$ cat config.mk
export PLATFORM = sky130hd
export DESIGN_NAME = periodic_task_priority_queue
export DESIGN_NICKNAME = d
export VERILOG_FILES = /design/src/rtl/core/ptpq_pkg.sv /design/src/rtl/core/ptpq_ram.sv /design/src/rtl/core/ptpq_ctrl.sv /design/src/rtl/core/ptpq_dpath.sv /design/src/rtl/core/periodic_task_priority_queue.sv
export SDC_FILE = /design/constraint.sdc
export NUM_CORES = 2
export LEC_CHECK = 0
export BUFFER_PORTS_ARGS = -buffer_cell sky130_fd_sc_hd__buf_2
export CORE_ASPECT_RATIO = 0.8
export CORE_MARGIN = 8
export CORE_UTILIZATION = 61
export DETAILED_ROUTE_END_ITERATION = 7
export PLACE_DENSITY = 0.78
export SETUP_SLACK_MARGIN = 0.2
export SLEW_MARGIN = 15
export SYNTH_ARGS = -nofsm -noshare
export SYNTH_HDL_FRONTEND = slang
export SYNTH_SLANG_ARGS = --single-unit
$ cat constraint.sdc
create_clock -name i_clk -period 12.77 [get_ports i_clk]
set_input_delay 2.554 -clock i_clk [delete_from_list [all_inputs] [get_ports i_clk]]
set_output_delay 2.554 -clock i_clk [all_outputs]
set_load 0.02 [all_outputs]
$ cat src/rtl/core/ptpq_pkg.sv
// Package of the periodic task queue: sizes, entry layout, status codes
// and the command and status structs between controller and datapath.
// Depends on nothing.
package ptpq_pkg;

    localparam int DEPTH = 16;
    localparam int AW    = $clog2(DEPTH);
    localparam int IW    = $clog2(DEPTH + 1);

    localparam int S_TDATA_W = 80;
    localparam int M_TDATA_W = 88;
    localparam int M_TUSER_W = 2;
    localparam int CNT_LSB   = 80;
    localparam int CNT_W     = 5;
    localparam int M_PAD_W   = M_TDATA_W - CNT_LSB - CNT_W;

    typedef struct packed {
        logic [31:0] due;
        logic [31:0] per;
        logic [7:0]  pri;
        logic [7:0]  id;
    } t_entry;

    localparam int ENTRY_W = $bits(t_entry);

    typedef enum logic [1:0] {
        ST_OK    = 2'd0,
        ST_FULL  = 2'd1,
        ST_EMPTY = 2'd2
    } t_status;

    typedef struct packed {
        logic capture;
        logic decide;
        logic head;
        logic step;
        logic load_out;
    } t_cmd;

    typedef struct packed {
        logic err;
        logic pop;
        logic done;
    } t_stat;

endpackage

$ cat src/rtl/core/ptpq_ram.sv
// Generic simple dual-port RAM with one write port and a registered read port.
// Depends on nothing.
module ptpq_ram #(
    parameter int WIDTH = 8,
    parameter int DEPTH = 16
) (
    input  logic                     i_clk,
    input  logic                     i_we,
    input  logic [$clog2(DEPTH)-1:0] i_waddr,
    input  logic [WIDTH-1:0]         i_wdata,
    input  logic                     i_re,
    input  logic [$clog2(DEPTH)-1:0] i_raddr,
    output logic [WIDTH-1:0]         o_rdata
);

    logic [WIDTH-1:0] r_mem [DEPTH];
    logic [WIDTH-1:0] r_rdata;

    always_ff @(posedge i_clk) begin
        if (i_we) begin
            r_mem[i_waddr] <= i_wdata;
        end
        if (i_re) begin
            r_rdata <= r_mem[i_raddr];
        end
    end

    assign o_rdata = r_rdata;

endmodule

$ cat src/rtl/core/ptpq_ctrl.sv
// Controller of the periodic task queue: sequences capture, decision,
// head read, table walk and result transfer. Depends on ptpq_pkg.
module ptpq_ctrl (
    input  logic           i_clk,
    input  logic           i_rst_n,
    input  logic           i_s_tvalid,
    output logic           o_s_tready,
    output logic           o_m_tvalid,
    input  logic           i_m_tready,
    input  ptpq_pkg::t_stat i_stat,
    output ptpq_pkg::t_cmd  o_cmd
);

    typedef enum logic [2:0] {
        S_IDLE,
        S_DECIDE,
        S_HEAD,
        S_WALK,
        S_RESP
    } t_state;

    t_state r_state;
    t_state n_state;
    logic   r_out_valid;
    logic   n_out_valid;

    always_comb begin
        o_cmd          = '0;
        o_cmd.capture  = (r_state == S_IDLE) && i_s_tvalid;
        o_cmd.decide   = (r_state == S_DECIDE);
        o_cmd.head     = (r_state == S_HEAD);
        o_cmd.step     = (r_state == S_WALK);
        o_cmd.load_out = (r_state == S_RESP) && (!r_out_valid || i_m_tready);
    end

    always_comb begin
        n_state = r_state;
        unique case (r_state)
            S_IDLE: begin
                if (i_s_tvalid) begin
                    n_state = S_DECIDE;
                end
            end
            S_DECIDE: begin
                if (i_stat.err) begin
                    n_state = S_RESP;
                end else if (i_stat.pop) begin
                    n_state = S_HEAD;
                end else begin
                    n_state = S_WALK;
                end
            end
            S_HEAD: begin
                n_state = S_WALK;
            end
            S_WALK: begin
                if (i_stat.done) begin
                    n_state = S_RESP;
                end
            end
            S_RESP: begin
                if (o_cmd.load_out) begin
                    n_state = S_IDLE;
                end
            end
            default: begin
                n_state = S_IDLE;
            end
        endcase
    end

    always_comb begin
        n_out_valid = r_out_valid;
        if (o_cmd.load_out) begin
            n_out_valid = 1'b1;
        end else if (i_m_tready) begin
            n_out_valid = 1'b0;
        end
    end

    always_ff @(posedge i_clk) begin
        if (!i_rst_n) begin
            r_state     <= S_IDLE;
            r_out_valid <= 1'b0;
        end else begin
            r_state     <= n_state;
            r_out_valid <= n_out_valid;
        end
    end

    assign o_s_tready = (r_state == S_IDLE);
    assign o_m_tvalid = r_out_valid;

endmodule

$ cat src/rtl/core/ptpq_dpath.sv
// Datapath of the periodic task queue: request registers, table RAM,
// ordered insertion walk, occupancy and result registers.
// Depends on ptpq_pkg and ptpq_ram.
module ptpq_dpath (
    input  logic              i_clk,
    input  logic              i_rst_n,
    input  ptpq_pkg::t_cmd    i_cmd,
    input  logic              i_mode,
    input  logic [31:0]       i_now_seconds,
    input  logic [7:0]        i_task_id,
    input  logic [31:0]       i_period,
    input  logic [7:0]        i_task_priority,
    output ptpq_pkg::t_stat   o_stat,
    output ptpq_pkg::t_status o_status,
    output logic [7:0]        o_popped_task,
    output logic [7:0]        o_popped_priority,
    output logic [31:0]       o_popped_period,
    output logic [31:0]       o_next_due,
    output logic [4:0]        o_entry_count
);

    localparam int AW = ptpq_pkg::AW;
    localparam int IW = ptpq_pkg::IW;

    logic              r_mode;
    logic [31:0]       r_now;
    ptpq_pkg::t_entry  r_n;
    ptpq_pkg::t_entry  r_carry;
    logic [IW-1:0]     r_i;
    logic              r_placed;
    logic [IW-1:0]     r_occ;
    ptpq_pkg::t_status r_status;

    ptpq_pkg::t_status r_o_status;
    logic [7:0]        r_o_task;
    logic [7:0]        r_o_prio;
    logic [31:0]       r_o_per;
    logic [31:0]       r_o_due;
    logic [4:0]        r_o_count;

    logic                     ram_we;
    logic [AW-1:0]            ram_waddr;
    ptpq_pkg::t_entry         ram_wdata;
    logic                     ram_re;
    logic [AW-1:0]            ram_raddr;
    logic [ptpq_pkg::ENTRY_W-1:0] ram_rdata;
    ptpq_pkg::t_entry         rd_entry;

    logic [IW:0]       src_idx;
    logic [IW:0]       next_addr;
    logic              src_valid;
    logic              new_first;
    logic              place_now;
    logic              walk_done;
    ptpq_pkg::t_status err_code;

    assign rd_entry  = ptpq_pkg::t_entry'(ram_rdata);
    assign src_idx   = {1'b0, r_i} + (IW + 1)'(r_mode);
    assign next_addr = src_idx + (IW + 1)'(1);
    assign src_valid = src_idx < {1'b0, r_occ};
    assign new_first = (r_n.due < rd_entry.due) ||
                       ((r_n.due == rd_entry.due) && (r_n.pri > rd_entry.pri));
    assign place_now = !r_placed && (!src_valid || new_first);
    assign walk_done = !src_valid || (r_mode && place_now);

    always_comb begin
        err_code = ptpq_pkg::ST_OK;
        if (!r_mode && (r_occ == IW'(ptpq_pkg::DEPTH))) begin
            err_code = ptpq_pkg::ST_FULL;
        end else if (r_mode && (r_occ == '0)) begin
            err_code = ptpq_pkg::ST_EMPTY;
        end
    end

    always_comb begin
        o_stat      = '0;
        o_stat.err  = (err_code != ptpq_pkg::ST_OK);
        o_stat.pop  = r_mode;
        o_stat.done = walk_done;
    end

    always_comb begin
        ram_re    = i_cmd.decide || i_cmd.head || i_cmd.step;
        ram_raddr = next_addr[AW-1:0];
        if (i_cmd.decide) begin
            ram_raddr = '0;
        end else if (i_cmd.head) begin
            ram_raddr = AW'(1);
        end
    end

    always_comb begin
        ram_we    = 1'b0;
        ram_waddr = r_i[AW-1:0];
        ram_wdata = r_carry;
        if (i_cmd.step) begin
            if (place_now) begin
                ram_we    = 1'b1;
                ram_wdata = r_n;
            end else if (r_placed) begin
                ram_we    = 1'b1;
                ram_wdata = r_carry;
            end else if (r_mode) begin
                ram_we    = 1'b1;
                ram_wdata = rd_entry;
            end
        end
    end

    ptpq_ram #(
        .WIDTH (ptpq_pkg::ENTRY_W),
        .DEPTH (ptpq_pkg::DEPTH)
    ) u_table (
        .i_clk   (i_clk),
        .i_we    (ram_we),
        .i_waddr (ram_waddr),
        .i_wdata (ram_wdata),
        .i_re    (ram_re),
        .i_raddr (ram_raddr),
        .o_rdata (ram_rdata)
    );

    always_ff @(posedge i_clk) begin
        if (!i_rst_n) begin
            r_occ <= '0;
        end else if (i_cmd.step && walk_done && !r_mode) begin
            r_occ <= r_occ + IW'(1);
        end
    end

    always_ff @(posedge i_clk) begin
        if (i_cmd.capture) begin
            r_mode  <= i_mode;
            r_now   <= i_now_seconds;
            r_n.due <= i_now_seconds + i_period;
            r_n.per <= i_period;
            r_n.pri <= i_task_priority;
            r_n.id  <= i_task_id;
        end
        if (i_cmd.decide) begin
            r_status <= err_code;
            r_i      <= '0;
            r_placed <= 1'b0;
        end
        if (i_cmd.head) begin
            r_n.due <= r_now + rd_entry.per;
            r_n.per <= rd_entry.per;
            r_n.pri <= rd_entry.pri;
            r_n.id  <= rd_entry.id;
        end
        if (i_cmd.step) begin
            r_i     <= r_i + IW'(1);
            r_carry <= rd_entry;
            if (place_now) begin
                r_placed <= 1'b1;
            end
        end
        if (i_cmd.load_out) begin
            r_o_status <= r_status;
            r_o_count  <= 5'(r_occ);
            if ((r_status == ptpq_pkg::ST_OK) && r_mode) begin
                r_o_task <= r_n.id;
                r_o_prio <= r_n.pri;
                r_o_per  <= r_n.per;
            end else begin
                r_o_task <= '0;
                r_o_prio <= '0;
                r_o_per  <= '0;
            end
            if (r_status == ptpq_pkg::ST_OK) begin
                r_o_due <= r_n.due;
            end else begin
                r_o_due <= '0;
            end
        end
    end

    assign o_status          = r_o_status;
    assign o_popped_task     = r_o_task;
    assign o_popped_priority = r_o_prio;
    assign o_popped_period   = r_o_per;
    assign o_next_due        = r_o_due;
    assign o_entry_count     = r_o_count;

endmodule

$ cat src/rtl/core/periodic_task_priority_queue.sv
// Periodic task queue sorted by due time, priority and arrival order.
// A rejected request goes from the decision straight to the result; a push walks the table,
// and a pop reads the head first and then walks the table; a stall on the output delays the result.
// The walk handles one table entry per cycle; the next input transfer is taken in the cycle
// after the result is loaded, even while the result waits on the output.
// Synchronous active-low reset empties the table at once; contents are not cleared.
module periodic_task_priority_queue (
    input  logic                           i_clk,
    input  logic                           i_rst_n,
    input  logic                           i_s_tvalid,
    output logic                           o_s_tready,
    // now_seconds, task_id, period, task_priority
    input  logic [ptpq_pkg::S_TDATA_W-1:0] i_s_tdata,
    // mode
    input  logic                           i_s_tuser,
    output logic                           o_m_tvalid,
    input  logic                           i_m_tready,
    // popped_task, popped_priority, popped_period, next_due, entry_count, zero pad
    output logic [ptpq_pkg::M_TDATA_W-1:0] o_m_tdata,
    // status
    output logic [ptpq_pkg::M_TUSER_W-1:0] o_m_tuser
);

    ptpq_pkg::t_cmd    cmd;
    ptpq_pkg::t_stat   stat;
    ptpq_pkg::t_status status;
    logic [7:0]        popped_task;
    logic [7:0]        popped_priority;
    logic [31:0]       popped_period;
    logic [31:0]       next_due;
    logic [4:0]        entry_count;

    ptpq_ctrl u_ctrl (
        .i_clk      (i_clk),
        .i_rst_n    (i_rst_n),
        .i_s_tvalid (i_s_tvalid),
        .o_s_tready (o_s_tready),
        .o_m_tvalid (o_m_tvalid),
        .i_m_tready (i_m_tready),
        .i_stat     (stat),
        .o_cmd      (cmd)
    );

    ptpq_dpath u_dpath (
        .i_clk             (i_clk),
        .i_rst_n           (i_rst_n),
        .i_cmd             (cmd),
        .i_mode            (i_s_tuser),
        .i_now_seconds     (i_s_tdata[31:0]),
        .i_task_id         (i_s_tdata[39:32]),
        .i_period          (i_s_tdata[71:40]),
        .i_task_priority   (i_s_tdata[79:72]),
        .o_stat            (stat),
        .o_status          (status),
        .o_popped_task     (popped_task),
        .o_popped_priority (popped_priority),
        .o_popped_period   (popped_period),
        .o_next_due        (next_due),
        .o_entry_count     (entry_count)
    );

    assign o_m_tdata = {{ptpq_pkg::M_PAD_W{1'b0}}, entry_count, next_due,
                        popped_period, popped_priority, popped_task};
    assign o_m_tuser = ptpq_pkg::M_TUSER_W'(status);

endmodule

==> Yosys cells after proc, flatten, opt, wreduce, memory -nomap -nowiden <==
Memories as Yosys holds them, arrays and structs flattened. A register that Yosys moved wholly into a read port is not among the register bits.
Index checks and enable logic that the tools add are counted.
W data, S select, Z words.
{ "totals": {"mem_count": 1, "output_inout_bits": 92, "mem_bits_rw": 1280, "reg_bits": 297, "latchBits": 0, "romBits": 0} }
{ "classes": {"mul": 0, "div": 0, "shift": 0, "add_sub_neg": 6, "reduce_logical": 28, "order_cmp": 3, "eq_ne": 9, "bitwise_logic": 0, "mux": 29} }
{ "mem_list": {"columns": ["memory", "depth", "word_bits", "rd", "rd_ports_with_merged_regs", "write_ports", "line", "source"], "rows": [
  ["u_dpath.u_table.r_mem", 16, 80, 1, 1, 1, "ptpq_ram.sv:16", "logic [WIDTH-1:0] r_mem [DEPTH];"]
]} }
{ "ops": {"columns": ["cell", "count"], "rows": [
  ["$mux W80", 6],
  ["$add A32 B32 Y32", 2],
  ["$eq A32 B32 Y1", 1],
  ["$lt A32 B32 Y1", 1],
  ["$pmux W3 S5", 1],
  ["$mux W1", 12],
  ["$mux W3", 4],
  ["$add A5 B1 Y5 const B", 2],
  ["$logic_and A1 B1 Y1", 10],
  ["$mux W5", 2],
  ["$gt A8 B8 Y1", 1],
  ["$mux W4", 2],
  ["$reduce_bool A2 Y1", 4],
  ["$add A5 B1 Y6", 1],
  ["$eq A3 B2 Y1 const B", 2],
  ["$logic_or A1 B1 Y1", 6],
  ["$lt A6 B5 Y1", 1],
  ["$ne A2 B2 Y1 const B", 3],
  ["$eq A5 B5 Y1 const B", 1],
  ["$logic_not A5 Y1", 1],
  ["$add A4 B1 Y4 const B", 1],
  ["$logic_not A1 Y1", 4],
  ["$mux W2", 2],
  ["$eq A3 B1 Y1 const B", 1],
  ["other kinds (4)", 4]
]} }

==> Depth between registers and ports, before layout <==
{ "depth": {"word_depth": 9, "depth_mapped": 15, "depth_no_buf": 13} }

==> By module <==
From an unflattened synthesis, not the netlist that was laid out.
{ "hier_totals": {"hier_cells": 3578, "hier_area_um2": 66951.7} }
{ "by_module_without_submodules": {"columns": ["module", "instances", "area_per_inst_um2", "seq_area_each_um2", "cells_per_inst"], "rows": [
  ["ptpq_ram", 1, 50223.2, 40839.2, 2054],
  ["ptpq_dpath", 1, 16442.0, 8738.4, 1492],
  ["ptpq_ctrl", 1, 260.2, 80.1, 28],
  ["periodic_task_priority_queue", 1, 26.3, 0.0, 4]
]} }

==> Worst setup path before layout <==
Ideal clock, no wire load.
{ "synth_timing": {"path_kind": "register to register", "from": "register u_dpath.r_i[0]", "to": "memory u_dpath.u_table.r_mem[15][0] (netlist bit), enable pin", "setup_ns": 0.616, "slack_ns": 4.544, "synth_period_minus_slack_ns": 8.226, "required_ns": 12.154, "path_stages_with_launch": 13, "arrival_time_ns": 7.609, "path_cell_list": "edfxtp_1 > ha_1 > ha_1 > ha_1 > a21o_1 > a21o_1 > a21oi_1 > o21ai_1 > a41oi_1 > o31ai_2 > buf_4 > nor3_2 > nor3_1"} }
{ "synth_between": {"elab_chain_len": 9} }
{ "synth_lines": {"columns": ["element", "line", "source"], "rows": [
  ["from (decl)", "ptpq_dpath.sv:29", "logic [IW-1:0] r_i;"],
  ["from (signal assigned)", "ptpq_dpath.sv:152", "r_i <= r_i + IW'(1);"],
  ["$add A5 B1 Y6", "ptpq_dpath.sv:58", "assign src_idx = {1'b0, r_i} + (IW + 1)'(r_mode);"],
  ["$lt A6 B5 Y1", "ptpq_dpath.sv:60", "assign src_valid = src_idx < {1'b0, r_occ};"],
  ["$logic_not A1 Y1", "ptpq_dpath.sv:63", "assign place_now = !r_placed && (!src_valid || new_first);"],
  ["$logic_or A1 B1 Y1", "ptpq_dpath.sv:63", null],
  ["$logic_and A1 B1 Y1", "ptpq_dpath.sv:63", null],
  ["$mux W1", "ptpq_dpath.sv:97", "if (place_now) begin"],
  ["$mux W1", "ptpq_dpath.sv:96", "if (i_cmd.step) begin"],
  ["$mux W1", "ptpq_ram.sv:20", "if (i_we) begin"],
  ["$mux W1 (not written as such)", "ptpq_ram.sv:21", "r_mem[i_waddr] <= i_wdata;"],
  ["to (decl)", "ptpq_ram.sv:16", null]
]} }
Parallel ways exist; a longest one is shown, timed or not.

==> Final worst setup path <==
{ "layout_timing": {"from": "input i_s_tdata[0] (netlist bit)", "to": "register u_dpath.r_n[78] (netlist bit) (data pin)"} }
{ "layout_between": {"elab_chain_len": 3} }
{ "layout_lines": {"columns": ["element", "line", "source"], "rows": [
  ["from (decl)", "periodic_task_priority_queue.sv:13", "input logic [ptpq_pkg::S_TDATA_W-1:0] i_s_tdata,"],
  ["$add A32 B32 Y32", "ptpq_dpath.sv:135", "r_n.due <= i_now_seconds + i_period;"],
  ["$mux W80", "ptpq_dpath.sv:132", "if (i_cmd.capture) begin"],
  ["$mux W80", "ptpq_dpath.sv:145", "if (i_cmd.head) begin"],
  ["to (decl)", "ptpq_dpath.sv:27", "ptpq_pkg::t_entry r_n;"]
]} }
No other way between the ends. The select of a mux whose other input is x is not followed.
A chain may end at the register's enable or synchronous reset.

==> flow_summary_export.csv <==
group,metric,value,unit
pwr,peakVddDrop,0.0001660,V
timing,setup_violations,0,
logic_synthesis,syn_area,67230,um^2
logic_synthesis,async_flop_share,0,
pwr,swShare,0.2932,
route,route.met3.wl,24.07,mm
placement,io_buffer_count,173,
cells_and_area,fillers,6815,
pwr,p_sw,4.273,mW
route,routed_wl,174.3,mm
cells_and_area,final_cells,5479,
route,highest_layer,"met4",
critical_path,critPathMostFrequentCell,"a31oi_1",
clock_tree,root_buffer,"clkbuf_16",
timing,fin_crit,5.685,ns
route,firstDrtPassIters,8,
pwr,pwr-share-comb,0.230,
critical_path,crit_type,"in -> reg",
logic_synthesis,synth.area.top_cells,"edfxtp_1 (74%), mux4_2 (11%), nand2_1 (2.4%)",
floorplanning,io_pins,177,
critical_path,cpPeakStageDelay,0.90,ns
global_route,grt_util_all_layers,0.2826,
floorplanning,start_util,0.6116,
global_route,antenna_found_initial,5,
placement,gp_congestion,0.8825,
clock_tree,cts_hold_buffers,0,
route,vias_per_cell,6.826,
placement,pre_cts_ws,6.511,ns
critical_path,crit_arrival,6.17,ns
cells_and_area,syn_to_final_growth,11.01,%
critical_path,endpoint_kind,"flip-flop",
clock_tree,insertion_delay,0.78,ns
logic_synthesis,synth_ff_type,"edfxtp_1",
logic_synthesis,ys_seq_elements,1657,
route,drt_iter0_drc,5967,
placement,dpl_cell_area,69630,um^2
outcome,status,"finished, final reports clean",
logic_synthesis,synthCells,3720,
pwr,p_int,10.30,mW
route,dr_wl_met2,79.61,mm
floorplanning,die_area,121200,um^2
clock_tree,clk_pin_slew,0.07,ns
timing,finalMaxSlewViolations,0,
critical_path,crit_chain,"buf_2, ha_1, inv_1, fa_1, nand2b_1, a21oi_1, a211oi_2, o41ai_2, o2111ai_2, a31oi_1, or4_1, a31oi_1, xor2_1, o22ai_1",
logic_synthesis,ys_types,74,
pwr,p_leak,25.19,nW
cells_and_area,drive_gt1_frac,0.2041,
logic_synthesis,yosysWarningCount,0,
pwr,pwr-share-seq,0.455,
critical_path,worstPathMaxFanout,4,
clock_tree,clkSinkCount,1657,
logic_synthesis,synth_edf_count,1647,
global_route,grt_first_pass_wirelength,250.8,mm
timing,fmax,175.9,MHz
timing,hold_viol_final,0,
timing,relSlewSlack,0.1989,
timing,min_period_over_period,0.4452,
timing,tightest_slew,1.202,ns
global_route,grt_overflow,0,
route,wl_met1,64.46,mm
floorplanning,core.rowCount,109,
min_path,hold_path_class,"reg -> reg",
logic_synthesis,yosys-top-cells-count,"edfxtp_1 (1647), nand2_1 (423), mux4_2 (320)",
route,post_drt_wl_per_cell,31.82,um
timing,fin_skew,0.02322,ns
critical_path,worst_setup_path_start_kind,"primary input",
floorplanning,core-area,109900,um^2
logic_synthesis,ys_seq_area_frac,0.7386,
floorplanning,die_height,312.9,um
timing,rsz0062_at_grt,"no",
route,via_count,37400,
route,drc,0,
logic_synthesis,yosysTopAreaCellShare,0.7356,
clock_tree,tritoncts,"done",
placement,hpwl,94.83,mm
critical_path,slowest_stage,"o41ai_2",
critical_path,crit_required,13.26,ns
timing,finalSetupTns,0,ns
job,maxCapViolCount,0,
clock_tree,clk_path_buf_depth,3,
global_route,grt_pass1_vias,37343,
pwr,clockPowerShare,0.315,
clock_tree,cts-buffers-inserted,155,
cells_and_area,final_util,0.6790,
cells_and_area,design_area,74640,um^2
route,drtAntennaViolNets,0,
timing,worst_slack,7.085,ns
logic_synthesis,syn_area_per_cell,18.07,um^2
global_route,grt_max_degree,112,
clock_tree,post_cts_buffers,0,
critical_path,r2r_slack,7.26,ns
logic_synthesis,yosysMostFrequentCell,"edfxtp_1",
clock_tree,cts_resized,0,
logic_synthesis,synth_top_cell_by_area,"edfxtp_1",
floorplanning,die_w,387.2,um
pwr,power_density,195.2,nW/um^2
clock_tree,cts_max_level,4,
placement,dp_cells,5195,
cells_and_area,final_nets,4111,
==> registers in the layout, indices dropped and copies added, names as in the netlist, 2 cells and up <==
name,cells
u_dpath.r_n,80
u_dpath.o_status,2
u_dpath.r_carry,80
u_dpath.o_entry_count,5
u_dpath.o_next_due,32
u_dpath.o_popped_period,32
u_dpath.r_occ,5
u_dpath.o_popped_priority,8
u_dpath.r_i,5
u_dpath.o_popped_task,8
u_ctrl.r_state,3
u_dpath.r_now,32
u_dpath.u_table.o_rdata,80
u_dpath.r_status,2
u_dpath.u_table.r_mem,1280
==> power by group through the flow <==
| stage | clock (mW) | sequential [mW] | combinational [mW] |
|---|---|---|---|
| after floorplan | 0 | 6.62 | 2.39 |
| after global placement | 0 | 6.72 | 3.22 |
| after detailed placement | 0 | 6.72 | 3.27 |
| after CTS | 4.63 | 6.61 | 3.33 |
| after global routing | 4.82 | 6.63 | 3.59 |
| final | 4.59 | 6.63 | 3.35 |
==> final timing paths <==
check,startpoint,to,cells after the start
hold reg to reg,u_dpath.u_table.o_rdata[50],u_dpath.r_carry[50],0
setup / recovery,i_s_tdata[0],u_dpath.r_n[78],14
setup reg to reg,u_dpath.u_table.o_rdata[9],u_dpath.u_table.r_mem[4][76],13
hold / removal,u_dpath.u_table.o_rdata[50],u_dpath.r_carry[50],0
==> routing by layer <==
layer  vias to the layer above  GRT usage
li1                      15247          -
met3                       356    0.09128
met5                         -          0
met2                      2825     0.4262
met1                     18972     0.3913
met4                         0     0.1045
==> critical path: cells and delay by family <==
kind	cells	cell delay, ns
buffers and inverters	2	0.16
xor gates and xnor gates	1	0.14
AOI/OAI and AO/OA	7	2.33
and+or+nand+nor	2	0.38
adders and majority gates	2	0.60
==> kinds of logic (layout without fill, tap and decap cells) <==
logic type	Yosys count	in the layout	share of synthesized area
compound gates	493	493	0.05129
xor+xnor	65	65	0.008468
fa+ha+maj	117	117	0.02200
buf+inv	281	591	0.01748
flops	1657	1657	0.7386
mux	324	324	0.1078
other cells	1	7	0.00005578
simple gates	782	782	0.05431
==> layout make-up <==
class,count,area [um^2],share of cell area
flip-flops and latches,1657,49660,0.6653
multi-input cells,1784,16550,0.2218
clock buffers,179,4011,0.05375
well taps,1443,1805,0.02419
repair buffers,223,1279,0.01713
clock inverters,101,985.9,0.01321
inverters,88,332.8,0.004459
diodes,4,10.01,0.0001341
==> layout by cell type, fill, tap and decap left out, drive strengths merged, types with 14 or more instances in the layout <==
master | netlist | routed
xnor2 | 36 | 36
a21o | 44 | 44
clkbuf | 108 | 179
xor2 | 29 | 29
bufinv | 0 | 15
nor2 | 64 | 64
nor3 | 30 | 30
a21oi | 79 | 79
nand4 | 15 | 15
mux4 | 320 | 320
a221o | 14 | 14
nand3 | 20 | 20
inv | 87 | 97
edfxtp | 1647 | 1647
nand2 | 423 | 423
a222oi | 23 | 23
o21ai | 59 | 59
a211oi | 91 | 91
a31oi | 85 | 85
and2 | 127 | 127
buf | 85 | 223
ha | 115 | 115
clkinv | 1 | 74
nand2b | 16 | 16
and3 | 57 | 57
a22oi | 45 | 45
==> through the flow <==
stage          power [mW]  hold slack, ns
2_1_floorplan       9.006          0.4264
3_3_place_gp        9.937          0.4299
3_5_place_dp        9.993          0.4338
4_1_cts             14.57          0.4487
5_1_grt             15.04          0.4529
6_report            14.57          0.4458
No activity file was read; power rests on OpenSTA's default activity.
